--- config.mk ---
export PLATFORM = sky130hd
export DESIGN_NAME = kicker_windup_release_sequencer
export DESIGN_NICKNAME = d
export VERILOG_FILES = /design/src/rtl/core/kwrs_pkg.sv /design/src/rtl/core/kwrs_cfg_regs.sv /design/src/rtl/core/kwrs_step.sv /design/src/rtl/core/kicker_windup_release_sequencer.sv
export VERILOG_INCLUDE_DIRS = /design/src /design/src/rtl/core
export SDC_FILE = /design/constraint.sdc
export NUM_CORES = 1
export LEC_CHECK = 0
export ABC_AREA = 1
export BUFFER_PORTS_ARGS = -buffer_cell sky130_fd_sc_hd__buf_2
export CAP_MARGIN = 15
export CORE_MARGIN = 5
export CORE_UTILIZATION = 62
export CTS_BUF_LIST = sky130_fd_sc_hd__clkbuf_16
export DETAILED_ROUTE_END_ITERATION = 12
export PLACE_DENSITY = 0.82
export SYNTH_ARGS = -nofsm -noshare
export SYNTH_HDL_FRONTEND = slang
export SYNTH_SLANG_ARGS = --single-unit
--- constraint.sdc ---
create_clock -name i_clk -period 4 [get_ports i_clk]
set_input_delay 0.6 -clock i_clk [delete_from_list [all_inputs] [get_ports i_clk]]
set_output_delay 0.6 -clock i_clk [all_outputs]
set_load 0.02 [all_outputs]
--- src/rtl/core/kicker_windup_release_sequencer_macros.svh ---
// Assertion macros for the kicker wind-up and release sequencer.
// Included by the top level; depends on nothing else.
`ifndef KICKER_WINDUP_RELEASE_SEQUENCER_MACROS_SVH
`define KICKER_WINDUP_RELEASE_SEQUENCER_MACROS_SVH
`ifndef SYNTHESIS
// Same-cycle implication, disabled while reset is asserted.
`define KWRS_ASSERT_IMP(label, clk, rst_n, ante, cons) \
    label: assert property (@(posedge clk) disable iff (!(rst_n)) (ante) |-> (cons)) \
        else $error("assertion failed: implication");
// Next-cycle implication, disabled while reset is asserted.
`define KWRS_ASSERT_NEXT(label, clk, rst_n, ante, cons) \
    label: assert property (@(posedge clk) disable iff (!(rst_n)) (ante) |=> (cons)) \
        else $error("assertion failed: next-cycle implication");
`else
`define KWRS_ASSERT_IMP(label, clk, rst_n, ante, cons)
`define KWRS_ASSERT_NEXT(label, clk, rst_n, ante, cons)
`endif
`endif

--- src/rtl/core/kwrs_pkg.sv ---
// Shared types, codes and constants of the kicker wind-up and release sequencer.
// Used by kwrs_cfg_regs, kwrs_step and the top level; depends on nothing.
package kwrs_pkg;

    localparam int TICK_WIDTH = 16;
    localparam int CFG_WIDTH  = 16;
    localparam int CMP_WIDTH  = (TICK_WIDTH > CFG_WIDTH + 1) ? TICK_WIDTH : CFG_WIDTH + 1;
    localparam int IDX_WIDTH  = 3;

    typedef enum logic [3:0] {
        MODE_IDLE      = 4'd0,
        MODE_MANUAL    = 4'd1,
        MODE_AUTO      = 4'd2,
        MODE_POSTWAIT  = 4'd3,
        MODE_READY     = 4'd4,
        MODE_ADDWIND   = 4'd5,
        MODE_DISENGAGE = 4'd6,
        MODE_PAWL      = 4'd7,
        MODE_ENGAGE    = 4'd8
    } t_mode;

    typedef enum logic [1:0] {
        DRV_STOP    = 2'd0,
        DRV_MANUAL  = 2'd1,
        DRV_AUTO    = 2'd2,
        DRV_REVERSE = 2'd3
    } t_drive;

    localparam logic [2:0] FN_TICK   = 3'd0;
    localparam logic [2:0] FN_WINDUP = 3'd1;
    localparam logic [2:0] FN_MANUAL = 3'd2;
    localparam logic [2:0] FN_RELEASE = 3'd3;
    localparam logic [2:0] FN_KICK   = 3'd4;

    localparam logic [IDX_WIDTH-1:0] CFG_POST_WIND_WAIT = 3'd0;
    localparam logic [IDX_WIDTH-1:0] CFG_ADD_WIND       = 3'd1;
    localparam logic [IDX_WIDTH-1:0] CFG_DOG_REL_WAIT   = 3'd2;
    localparam logic [IDX_WIDTH-1:0] CFG_MOTOR_REVERSE  = 3'd3;
    localparam logic [IDX_WIDTH-1:0] CFG_PAWL_WAIT      = 3'd4;
    localparam logic [IDX_WIDTH-1:0] CFG_DOG_REENGAGE   = 3'd5;
    localparam logic [IDX_WIDTH-1:0] CFG_ENGAGE_DONE    = 3'd6;

    localparam logic [CFG_WIDTH-1:0] RST_POST_WIND_WAIT = 16'd50;
    localparam logic [CFG_WIDTH-1:0] RST_ADD_WIND       = 16'd25;
    localparam logic [CFG_WIDTH-1:0] RST_DOG_REL_WAIT   = 16'd25;
    localparam logic [CFG_WIDTH-1:0] RST_MOTOR_REVERSE  = 16'd10;
    localparam logic [CFG_WIDTH-1:0] RST_PAWL_WAIT      = 16'd25;
    localparam logic [CFG_WIDTH-1:0] RST_DOG_REENGAGE   = 16'd100;
    localparam logic [CFG_WIDTH-1:0] RST_ENGAGE_DONE    = 16'd125;

    typedef struct packed {
        logic [CFG_WIDTH-1:0] post_wind_wait;
        logic [CFG_WIDTH-1:0] add_wind;
        logic [CFG_WIDTH-1:0] dog_rel_wait;
        logic [CFG_WIDTH-1:0] motor_reverse;
        logic [CFG_WIDTH-1:0] pawl_wait;
        logic [CFG_WIDTH-1:0] dog_reengage;
        logic [CFG_WIDTH-1:0] engage_done;
    } t_cfg;

    typedef struct packed {
        t_mode                 mode;
        logic [TICK_WIDTH-1:0] elapsed;
        t_drive                motor;
        logic                  dog;
        logic                  pawl;
        logic                  kicked;
    } t_state;

    typedef struct packed {
        t_mode  mode;
        t_drive motor;
        logic   dog;
        logic   pawl;
        logic   kicked;
        logic   enc_clr;
    } t_result;

endpackage

--- src/rtl/core/kwrs_cfg_regs.sv ---
// Configuration register file of the kicker sequencer: seven tick thresholds.
// Depends on kwrs_pkg.
module kwrs_cfg_regs (
    input  logic                                i_clk,
    input  logic                                i_rst_n,
    input  logic                                i_we,
    input  logic [kwrs_pkg::IDX_WIDTH-1:0]      i_index,
    input  logic [kwrs_pkg::CFG_WIDTH-1:0]      i_data,
    output kwrs_pkg::t_cfg                      o_cfg
);

    kwrs_pkg::t_cfg r_cfg;

    always_ff @(posedge i_clk) begin
        if (!i_rst_n) begin
            r_cfg.post_wind_wait <= kwrs_pkg::RST_POST_WIND_WAIT;
            r_cfg.add_wind       <= kwrs_pkg::RST_ADD_WIND;
            r_cfg.dog_rel_wait   <= kwrs_pkg::RST_DOG_REL_WAIT;
            r_cfg.motor_reverse  <= kwrs_pkg::RST_MOTOR_REVERSE;
            r_cfg.pawl_wait      <= kwrs_pkg::RST_PAWL_WAIT;
            r_cfg.dog_reengage   <= kwrs_pkg::RST_DOG_REENGAGE;
            r_cfg.engage_done    <= kwrs_pkg::RST_ENGAGE_DONE;
        end else if (i_we) begin
            // Indexes past the last register are dropped.
            unique case (i_index)
                kwrs_pkg::CFG_POST_WIND_WAIT: r_cfg.post_wind_wait <= i_data;
                kwrs_pkg::CFG_ADD_WIND:       r_cfg.add_wind       <= i_data;
                kwrs_pkg::CFG_DOG_REL_WAIT:   r_cfg.dog_rel_wait   <= i_data;
                kwrs_pkg::CFG_MOTOR_REVERSE:  r_cfg.motor_reverse  <= i_data;
                kwrs_pkg::CFG_PAWL_WAIT:      r_cfg.pawl_wait      <= i_data;
                kwrs_pkg::CFG_DOG_REENGAGE:   r_cfg.dog_reengage   <= i_data;
                kwrs_pkg::CFG_ENGAGE_DONE:    r_cfg.engage_done    <= i_data;
                default: begin
                end
            endcase
        end
    end

    assign o_cfg = r_cfg;

endmodule

--- src/rtl/core/kwrs_step.sv ---
// Next-state logic of the kicker sequencer: one item applied to the current state.
// Purely combinational; depends on kwrs_pkg.
module kwrs_step (
    input  kwrs_pkg::t_state  i_state,
    input  kwrs_pkg::t_cfg    i_cfg,
    input  logic [2:0]        i_func,
    input  logic              i_pickup_down,
    input  logic              i_windup_done,
    output kwrs_pkg::t_state  o_state,
    output logic              o_enc_clr
);

    localparam int CW = kwrs_pkg::CMP_WIDTH;

    logic [kwrs_pkg::TICK_WIDTH-1:0] w_inc;
    logic [CW-1:0]                   w_el;
    logic [CW-1:0]                   w_rev_end;

    // Saturating increment of the elapsed counter, widened for the compares.
    assign w_inc     = (&i_state.elapsed) ? i_state.elapsed
                                          : i_state.elapsed + kwrs_pkg::TICK_WIDTH'(1);
    assign w_el      = CW'(w_inc);
    assign w_rev_end = CW'(i_cfg.dog_rel_wait) + CW'(i_cfg.motor_reverse);

    always_comb begin
        o_state   = i_state;
        o_enc_clr = 1'b0;
        unique case (i_func)
            kwrs_pkg::FN_TICK: begin
                o_state.elapsed = w_inc;
                unique case (i_state.mode)
                    kwrs_pkg::MODE_IDLE: begin
                        o_enc_clr      = 1'b1;
                        o_state.kicked = 1'b0;
                        o_state.dog    = 1'b0;
                    end
                    kwrs_pkg::MODE_MANUAL: begin
                        o_state.pawl  = 1'b1;
                        o_state.motor = kwrs_pkg::DRV_MANUAL;
                    end
                    kwrs_pkg::MODE_AUTO: begin
                        o_state.pawl  = 1'b1;
                        o_state.motor = kwrs_pkg::DRV_AUTO;
                        if (i_windup_done) begin
                            o_state.mode    = kwrs_pkg::MODE_POSTWAIT;
                            o_state.elapsed = '0;
                        end
                    end
                    kwrs_pkg::MODE_POSTWAIT: begin
                        o_state.motor = kwrs_pkg::DRV_STOP;
                        if (w_el >= CW'(i_cfg.post_wind_wait)) begin
                            o_state.pawl    = 1'b0;
                            o_state.mode    = kwrs_pkg::MODE_READY;
                            o_state.elapsed = '0;
                        end
                    end
                    kwrs_pkg::MODE_READY: begin
                    end
                    kwrs_pkg::MODE_ADDWIND: begin
                        o_state.pawl  = 1'b1;
                        o_state.motor = (w_el <= CW'(i_cfg.add_wind)) ? kwrs_pkg::DRV_MANUAL
                                                                      : kwrs_pkg::DRV_STOP;
                    end
                    kwrs_pkg::MODE_DISENGAGE: begin
                        o_state.dog = 1'b1;
                        if (w_el >= CW'(i_cfg.dog_rel_wait)) begin
                            if (w_el <= w_rev_end) begin
                                o_state.motor = kwrs_pkg::DRV_REVERSE;
                            end else begin
                                o_state.motor   = kwrs_pkg::DRV_STOP;
                                o_state.mode    = kwrs_pkg::MODE_PAWL;
                                o_state.elapsed = '0;
                            end
                        end
                    end
                    kwrs_pkg::MODE_PAWL: begin
                        o_state.pawl = 1'b1;
                        if (w_el >= CW'(i_cfg.pawl_wait)) begin
                            o_state.kicked  = 1'b1;
                            o_state.mode    = kwrs_pkg::MODE_ENGAGE;
                            o_state.elapsed = '0;
                        end
                    end
                    kwrs_pkg::MODE_ENGAGE: begin
                        if (w_el >= CW'(i_cfg.dog_reengage)) begin
                            o_state.dog = 1'b0;
                        end
                        if (w_el >= CW'(i_cfg.engage_done)) begin
                            o_state.mode    = kwrs_pkg::MODE_IDLE;
                            o_state.elapsed = '0;
                        end
                    end
                    default: begin
                        o_state.mode    = kwrs_pkg::MODE_IDLE;
                        o_state.elapsed = '0;
                    end
                endcase
            end
            kwrs_pkg::FN_WINDUP: begin
                if (i_state.mode == kwrs_pkg::MODE_IDLE) begin
                    o_state.mode    = kwrs_pkg::MODE_AUTO;
                    o_state.elapsed = '0;
                end
            end
            kwrs_pkg::FN_MANUAL: begin
                if (i_state.mode == kwrs_pkg::MODE_IDLE) begin
                    o_state.mode    = kwrs_pkg::MODE_MANUAL;
                    o_state.elapsed = '0;
                end else if (i_state.mode == kwrs_pkg::MODE_READY) begin
                    o_state.mode    = kwrs_pkg::MODE_ADDWIND;
                    o_state.elapsed = '0;
                end
            end
            kwrs_pkg::FN_RELEASE: begin
                if (i_state.mode == kwrs_pkg::MODE_MANUAL ||
                    i_state.mode == kwrs_pkg::MODE_ADDWIND) begin
                    o_state.mode    = kwrs_pkg::MODE_POSTWAIT;
                    o_state.elapsed = '0;
                end
            end
            kwrs_pkg::FN_KICK: begin
                if (i_state.mode == kwrs_pkg::MODE_READY && i_pickup_down) begin
                    o_enc_clr       = 1'b1;
                    o_state.mode    = kwrs_pkg::MODE_DISENGAGE;
                    o_state.elapsed = '0;
                end
            end
            default: begin
                // Unused function codes leave the state as it is.
            end
        endcase
    end

endmodule

--- src/rtl/core/kicker_windup_release_sequencer.sv ---
// Top level of the spring kicker wind-up and release sequencer.
// Depends on kwrs_pkg, kwrs_cfg_regs, kwrs_step and the assertion macro header.
//
//   Channel   Direction  Handshake                  Payload
//   item in   input      i_valid / o_ready          i_func, i_pickup_down, i_windup_done
//   result    output     o_valid / i_ready          o_state_code, o_motor_drive,
//                                                   o_dog_gear_released, o_pawl_out,
//                                                   o_has_kicked, o_encoder_clear
//   config    input      i_cfg_valid / o_cfg_ready  i_cfg_index, i_cfg_data
//
// Each item passes through the input register and then the result register. One item
// is accepted every cycle while the result is not stalled; the state update
// is a single pass of kwrs_step between the input register and the result register.
// Reset is synchronous and returns the machine to idle with the default thresholds.
// A stalled result only holds back the input register; the input side keeps taking
// items as long as the input register can drain into the result register.
`include "kicker_windup_release_sequencer_macros.svh"

module kicker_windup_release_sequencer (
    input  logic                               i_clk,
    input  logic                               i_rst_n,
    // Item input channel.
    input  logic                               i_valid,
    output logic                               o_ready,
    input  logic [2:0]                         i_func,
    input  logic                               i_pickup_down,
    input  logic                               i_windup_done,
    // Result output channel.
    output logic                               o_valid,
    input  logic                               i_ready,
    output logic [3:0]                         o_state_code,
    output logic [1:0]                         o_motor_drive,
    output logic                               o_dog_gear_released,
    output logic                               o_pawl_out,
    output logic                               o_has_kicked,
    output logic                               o_encoder_clear,
    // Configuration write channel.
    input  logic                               i_cfg_valid,
    output logic                               o_cfg_ready,
    input  logic [kwrs_pkg::IDX_WIDTH-1:0]     i_cfg_index,
    input  logic [kwrs_pkg::CFG_WIDTH-1:0]     i_cfg_data
);

    // Input register holding one accepted item.
    logic             r_in_valid;
    logic [2:0]       r_in_func;
    logic             r_in_pickup;
    logic             r_in_wdone;

    // Machine state, updated when the item in the input register moves on.
    kwrs_pkg::t_state r_state;
    kwrs_pkg::t_state n_state;
    logic             n_enc_clr;

    // Result register.
    logic              r_out_valid;
    kwrs_pkg::t_result r_out;

    kwrs_pkg::t_cfg   w_cfg;
    logic             w_out_free;
    logic             w_advance;
    logic             w_in_xfer;

    // The result register can take a new entry when it is empty or being drained.
    assign w_out_free = !r_out_valid || i_ready;
    assign w_advance  = r_in_valid && w_out_free;
    assign o_ready    = !r_in_valid || w_out_free;
    assign w_in_xfer  = i_valid && o_ready;

    // Configuration writes are always taken; the user must write only while the block is idle (not enforced here).
    assign o_cfg_ready = 1'b1;

    kwrs_cfg_regs u_cfg (
        .i_clk   (i_clk),
        .i_rst_n (i_rst_n),
        .i_we    (i_cfg_valid),
        .i_index (i_cfg_index),
        .i_data  (i_cfg_data),
        .o_cfg   (w_cfg)
    );

    kwrs_step u_step (
        .i_state       (r_state),
        .i_cfg         (w_cfg),
        .i_func        (r_in_func),
        .i_pickup_down (r_in_pickup),
        .i_windup_done (r_in_wdone),
        .o_state       (n_state),
        .o_enc_clr     (n_enc_clr)
    );

    // Input register: control is reset, the payload is loaded on every transfer.
    always_ff @(posedge i_clk) begin
        if (!i_rst_n) begin
            r_in_valid <= 1'b0;
        end else if (o_ready) begin
            r_in_valid <= i_valid;
        end
        if (w_in_xfer) begin
            r_in_func   <= i_func;
            r_in_pickup <= i_pickup_down;
            r_in_wdone  <= i_windup_done;
        end
    end

    // Machine state register.
    always_ff @(posedge i_clk) begin
        if (!i_rst_n) begin
            r_state.mode    <= kwrs_pkg::MODE_IDLE;
            r_state.elapsed <= '0;
            r_state.motor   <= kwrs_pkg::DRV_STOP;
            r_state.dog     <= 1'b0;
            r_state.pawl    <= 1'b0;
            r_state.kicked  <= 1'b0;
        end else if (w_advance) begin
            r_state <= n_state;
        end
    end

    // Result register: the state after the update plus the encoder-clear pulse.
    always_ff @(posedge i_clk) begin
        if (!i_rst_n) begin
            r_out_valid <= 1'b0;
        end else if (w_out_free) begin
            r_out_valid <= r_in_valid;
        end
        if (w_advance) begin
            r_out.mode    <= n_state.mode;
            r_out.motor   <= n_state.motor;
            r_out.dog     <= n_state.dog;
            r_out.pawl    <= n_state.pawl;
            r_out.kicked  <= n_state.kicked;
            r_out.enc_clr <= n_enc_clr;
        end
    end

    assign o_valid             = r_out_valid;
    assign o_state_code        = 4'(r_out.mode);
    assign o_motor_drive       = 2'(r_out.motor);
    assign o_dog_gear_released = r_out.dog;
    assign o_pawl_out          = r_out.pawl;
    assign o_has_kicked        = r_out.kicked;
    assign o_encoder_clear     = r_out.enc_clr;

    // The mode register only ever holds one of the nine defined states.
    `KWRS_ASSERT_IMP(a_mode_legal, i_clk, i_rst_n, 1'b1,
        r_state.mode <= kwrs_pkg::MODE_ENGAGE)
    // The motor only runs in reverse while the dog gear is being disengaged.
    `KWRS_ASSERT_IMP(a_reverse_mode, i_clk, i_rst_n, r_state.motor == kwrs_pkg::DRV_REVERSE,
        r_state.mode == kwrs_pkg::MODE_DISENGAGE)
    // An encoder clear comes only from an idle tick or an accepted kick.
    `KWRS_ASSERT_IMP(a_clr_mode, i_clk, i_rst_n, r_out_valid && r_out.enc_clr,
        r_out.mode == kwrs_pkg::MODE_IDLE || r_out.mode == kwrs_pkg::MODE_DISENGAGE)
    // An item leaving the input register always lands in the result register.
    `KWRS_ASSERT_NEXT(a_advance_lands, i_clk, i_rst_n, w_advance, r_out_valid)

endmodule
# Yosys cells after proc, flatten, opt, wreduce, memory -nomap -nowiden
# Cells that the tools add are included.
[classes]
add_sub_neg = 2
n_eq_ne = 22
muxes = 27
reduce_logical = 23
magnitude_cmp = 7
[op_table]
columns = ["operator", "n"]
rows = [
  ["2-to-1 mux 20 bit", 10],
  ["one-hot mux 20 bit (6 select lines)", 1],
  ["one-hot mux 20 bit (5 select lines)", 1],
  ["greater-or-equal comparator 16 bit", 5],
  ["2-to-1 mux 22 bit", 1],
  ["adder 16 x 16 -> 17 bit", 1],
  ["less-or-equal comparator 16 x 17 -> 1 bit", 1],
  ["adder 16 x 1 -> 16 bit, second input constant", 1],
  ["equality test 4 x 3 -> 1 bit, second input constant", 4],
  ["less-or-equal comparator 16 bit", 1],
  ["2-to-1 mux 16 bit", 1],
  ["AND reduction 16 bit", 1],
  ["AND reduction 2 bit", 7],
  ["equality test 3 x 2 -> 1 bit, second input constant", 4],
  ["equality test 3 bit, second input constant", 4],
  ["one-hot mux 2 bit (5 select lines)", 1],
  ["equality test 4 x 2 -> 1 bit, second input constant", 2],
  ["OR reduction 4 bit", 2],
  ["equality test 3 x 1 -> 1 bit, second input constant", 2],
  ["logical NOT 3 bit", 2],
  ["2-to-1 mux 1 bit", 6],
  ["inequality test 2 x 1 -> 1 bit, second input constant", 3],
  ["one-hot mux 1 bit (2 select lines)", 3],
  ["AND reduction 6 bit", 1],
  ["other kinds (11)", 16],
]
[word_totals]
output_inout_bits = 13
regBits = 154
elab_cells = 105
input_bits = 29

# Longest topological paths before layout
[logic_depth]
ltp_word = 7
mapped_depth = 30

# By module
# Synthesis repeated with hierarchy kept, for this count alone.
[hier_totals]
cells_unflattened = 1607
hier_area_um2 = 10730.3
[by_module_without_submodules]
columns = ["module", "cells_per_inst", "instances", "area_each_um2"]
rows = [
  ["kwrs_step", 794, 1, 4702.0],
  ["kwrs_cfg_regs", 619, 1, 4337.9],
  ["kicker_windup_release_sequencer", 194, 1, 1690.4],
]

# Worst setup path after synthesis
# OpenSTA, ideal clock, no wires.
[synth_path]
path_type = "reg-to-reg"
start = "reg r_state[5] in the netlist's numbering"
end = "reg r_state[17] in the netlist's numbering"
path_stages_with_launch = 27
required_time_ns = 3.932
path_slack_ns = 0.560
arrival_ns = 3.372
synth_period_minus_slack_ns = 3.440
path_buffers = 1
setup_time_ns = 0.068
path_cell_list = "dfxtp_1 > ha_1 > nand2_1 > nor2_2 > nand3_2 > nor2_2 > inv_2 > nor2_4 > nand4_2 > inv_2 > nor3_1 > xor2_1 > ha_1 > nand2_1 > nor2_1 > nor3b_1 > nand2_1 > nand2_1 > nand2_1 > nand2_1 > nand2_1 > nand3_1 > nand2_1 > nand2_2 > buf_4 > nand3_2 > a21oi_2"
[synth_between]
elab_chain_cells = 7
elab_cells_between_ends = 16
cone_classes = "add/sub: 1; order compare: 5; mux: 9; reduce/logical: 1"
[synth_lines]
columns = ["element", "line", "source"]
rows = [
  ["start: declaration", "kicker_windup_release_sequencer.sv:51", "kwrs_pkg::t_state r_state;"],
  ["start signal: assignment", "kicker_windup_release_sequencer.sv:116", "r_state <= n_state;"],
  ["adder 16 x 1 -> 16 bit / AND reduction 16 bit (equally long branches)", "kwrs_step.sv:21, kwrs_step.sv:20", ""],
  ["2-to-1 mux 16 bit (*)", "kwrs_step.sv:20", "assign w_inc = (&i_state.elapsed) ? i_state.elapsed"],
  ["less-or-equal comparator 16 x 17 -> 1 bit", "kwrs_step.sv:67", "if (w_el <= w_rev_end) begin"],
  ["2-to-1 mux 20 bit", "kwrs_step.sv:67", ""],
  ["2-to-1 mux 22 bit", "kwrs_step.sv:66", "if (w_el >= CW'(i_cfg.dog_rel_wait)) begin"],
  ["one-hot mux 20 bit (6 select lines) (*)", "kwrs_step.sv:31", "unique case (i_state.mode)"],
  ["one-hot mux 20 bit (5 select lines) (*)", "kwrs_step.sv:28", "unique case (i_func)"],
]
# Every way passes the cells marked *; elsewhere a longest branch is shown, timed or not.
# A chain may end at the register's enable or synchronous reset.

# Worst setup path in the final report
[layout_path]
start = "reg r_state[6] in the netlist's numbering"
end = "reg r_state[16] in the netlist's numbering"
# The elaborated chain is that of the path after synthesis.

==> out/metrics.cfg <==
[timing]
worstMarginPinSlew_ps = 935.5
fin_crit_sh = 0.9363
fin_worst_skew_ps = 11.34
fin_ws_ps = 254.7
max_freq_ghz = 0.2670
maxSlewHeadroom = 0.3756
fin_crit_ps = 3745
final_max_slew_viol_count = 0
setup_viol = 0
hold_violations = 0

[pwr]
ir_drop_mv = 0.3242
comb_power_share = 0.120
swShare = 0.2770
power_density_mw_per_mm2 = 329.3
p_leak_uw = 0.004921
seq_power_share = 0.470
power_switching_uw = 968.6
clock_power_share = 0.410
p_int_uw = 2528
power_uw = 3496

[critical_path]
crit_type = reg -> reg
r2r-end = r_state[16]
critical_path.max_fanout = 8
start_kind = flip-flop
r2r-start = r_state[6]
crit_end = r_state[16]
crit_arrival_ps = 4030
required_ps = 4280
startpoint = r_state[6]
reg2reg_slack_ps = 250
worstSetupEndpointType = flip-flop
r2r_cells = 21

[synth]
ys_warn_count = 0
netlist_area_mm2 = 0.009549
synth_nets = 1429
synthCells = 1270
ys.flop_type = dfxtp_1
avgSynthCellArea_um2 = 7.519
ys_seq_area_frac = 0.3386
ys_seq_elements = 154
ys_types = 45
synth_edf_count = 15
async_flop_share = 0

[clock_network]
ctsRootBufferMaster = clkbuf_16
cts_tree = done
clock_sinks = 154
max-clock-path-buffers = 2
cts_hold_buf = 0
h-tree-depth = 4
numCtsBuffers = 17
clk_pin_slew_ps = 70
clk_latency_ps = 440

[drt]
finalWirelength_mm = 25.21
drtIter0Drc = 699
route.vias.total = 8778
first_pass_iters = 7
viasPerCell = 5.779
post_drt_wl_per_cell_um = 16.60
antenna_left = 0
drc = 0

[global_routing]
antenna_found_initial = 0
grt_pass1_vias = 8188
overflow = 0
gr-usage-all-layers = 0.2815
grt_pass1_wl_mm = 40.37
grt_max_degree = 63

[layout]
nets = 1477
drive_gt1_frac = 0.1074
areaGrowthSynthToFinish_pct = 11.19
fill_cells = 1219
n_antenna_cell = 0

[hold_path]
hp-class = in -> reg

[job]
max_cap_viol_count = 0

[die]
core-area_mm2 = 0.01515
ios = 42
die_w_um = 134.1
start_util = 0.6305
fp.dieH_um = 134.1
rows = 45
dieArea_mm2 = 0.01798

[placed_design]
hpwl_mm = 18.05
port-buffer-count = 40
gp_congestion = 0.9821
dp_slack_ps = -88.02

[status]
status = finished, final reports clean

## cell usage after synthesis (3+ instances only)
cell type / count / area [µm²]
nand2_1: 207 / 777.0
inv_1: 169 / 634.4
a21oi_1: 166 / 830.8
dfxtp_1: 139 / 2783
o21ai_0: 134 / 670.6
ha_1: 129 / 1614
nor2_1: 96 / 360.4
nand3_1: 42 / 210.2
clkbuf_1: 33 / 123.9
nor3_1: 23 / 115.1
o211ai_1: 20 / 150.1
edfxtp_1: 15 / 450.4
nand3_2: 11 / 110.1
xnor2_1: 11 / 96.34
xor2_1: 11 / 96.34
nand4_1: 10 / 62.56
inv_2: 6 / 22.52
a21oi_2: 4 / 35.03
nor2_2: 4 / 25.02
a21o_1: 3 / 22.52
a31oi_1: 3 / 18.77
nor4_1: 3 / 18.77
o21a_1: 3 / 22.52
or2_2: 3 / 18.77
## sequential cells by signal (all words and copies together) (netlist names)
signal	cells
u_cfg.o_cfg	112
r_state	25
o_state_code	4
r_in_func	3
o_motor_drive	2
o_dog_gear_released	1
o_encoder_clear	1
o_has_kicked	1
o_pawl_out	1
o_valid	1
r_in_pickup	1
r_in_valid	1
r_in_wdone	1
## placed cells by master (no fill, tap or decap), types with 6 or more instances in the layout
master     instances
nand2_1          205
xor2_1            10
clkinv_2           6
nand3_2           11
o21ai_0          132
inv_1            171
dfxtp_1          138
nand4_1           10
buf_2             40
a21oi_1          164
o211ai_1          20
nor2_1            94
a21oi_2            6
ha_1             129
clkbuf_16         17
xnor2_1           11
nand3_1           42
buf_4             25
nor3_1            22
edfxtp_1          15
## worst max-delay path, stage by stage, from the launching register on
cell,delay (ps)
dfxtp_1,370
ha_1,180
nand2_1,80
nor2_2,130
nand3_2,130
nor2_4,150
inv_2,70
nor4_1,330
o21ai_0,130
a21o_1,320
ha_1,340
nand2_1,50
inv_1,50
nand3_1,80
nor3_1,270
o21ai_1,160
nand4_1,150
nand2_1,110
nor2_4,170
nand2_4,150
nand3_2,90
a21oi_1,60
## power by group through the flow
stage | combinational, µW | sequential (µW) | clock [µW]
2_1_floorplan | 277 | 1680 | 0
4_1_cts | 408 | 1640 | 1450
3_3_place_gp | 391 | 1670 | 0
6_report | 421 | 1640 | 1430
3_5_place_dp | 400 | 1680 | 0
5_1_grt | 471 | 1650 | 1500
## final cells by class
| cell class | count | area (µm²) | share of cell area |
|---|---|---|---|
| Timing Repair Buffer | 65 | 387.9 | 0.03653 |
| Multi-Input combinational cell | 905 | 5585 | 0.5260 |
| Tap cell | 188 | 235.2 | 0.02215 |
| Clock buffer | 17 | 425.4 | 0.04007 |
| Inverter | 175 | 659.4 | 0.06210 |
| Sequential cell | 154 | 3234 | 0.3046 |
| Clock inverter | 15 | 90.09 | 0.008485 |
## metal layers
layer	global-route usage	share of wire
met5	0.02500	0.0019
met3	0.07014	0.074
met1	0.3693	0.43
met2	0.4540	0.46
met4	0.09446	0.027
## how the worst min path moves through the flow
stage / from / to / slack, ps / cells past startpoint
after global placement: u_cfg.o_cfg[1] / u_cfg.o_cfg[1] / 450 / 2
after floorplan: u_cfg.o_cfg[105] / u_cfg.o_cfg[105] / 440 / 2
after detailed placement: u_cfg.o_cfg[85] / u_cfg.o_cfg[85] / 450 / 2
after global routing: i_func[0] / r_in_func[0] / 320 / 1
after CTS: i_windup_done / r_in_wdone / 320 / 1
final: i_windup_done / r_in_wdone / 320 / 1
## cells by family (layout without fill, tap and decap cells)
kind of cell	Yosys count	after routing	share of synthesized area
DFF	154	154	0.3386
xor gates and xnor gates	22	22	0.02018
buffers and inverters	212	272	0.08582
adders and majority gates	130	130	0.1711
other	1	1	0.0003927
and+or+nand+nor	408	409	0.1900
AOI/OAI and AO/OA	343	343	0.1939
## stage by stage
stage          instances    util  setup TNS (ps)  hold WS, ps  area [µm²]
6_report            1519  0.7010               0        324.9       10620
5_1_grt             1519  0.7010          -48.46        319.1       10620
4_1_cts             1514  0.6935               0        317.7       10500
3_5_place_dp        1482  0.6589          -902.1        453.4        9980
3_3_place_gp        1482  0.6589               0        447.5        9980
2_1_floorplan       1270       -               0        435.3        9549
## repair_timing
| item | 4_1_cts | 5_1_grt |
|---|---|---|
| pin swaps | 0 | 3 |
| gates resized for setup | 3 | 19 |
| setup buffers | 0 | 4 |
| setup endpoints to repair | 16 | 34 |
| gates cloned | 0 | 1 |
(Power assumes the default switching activity.)
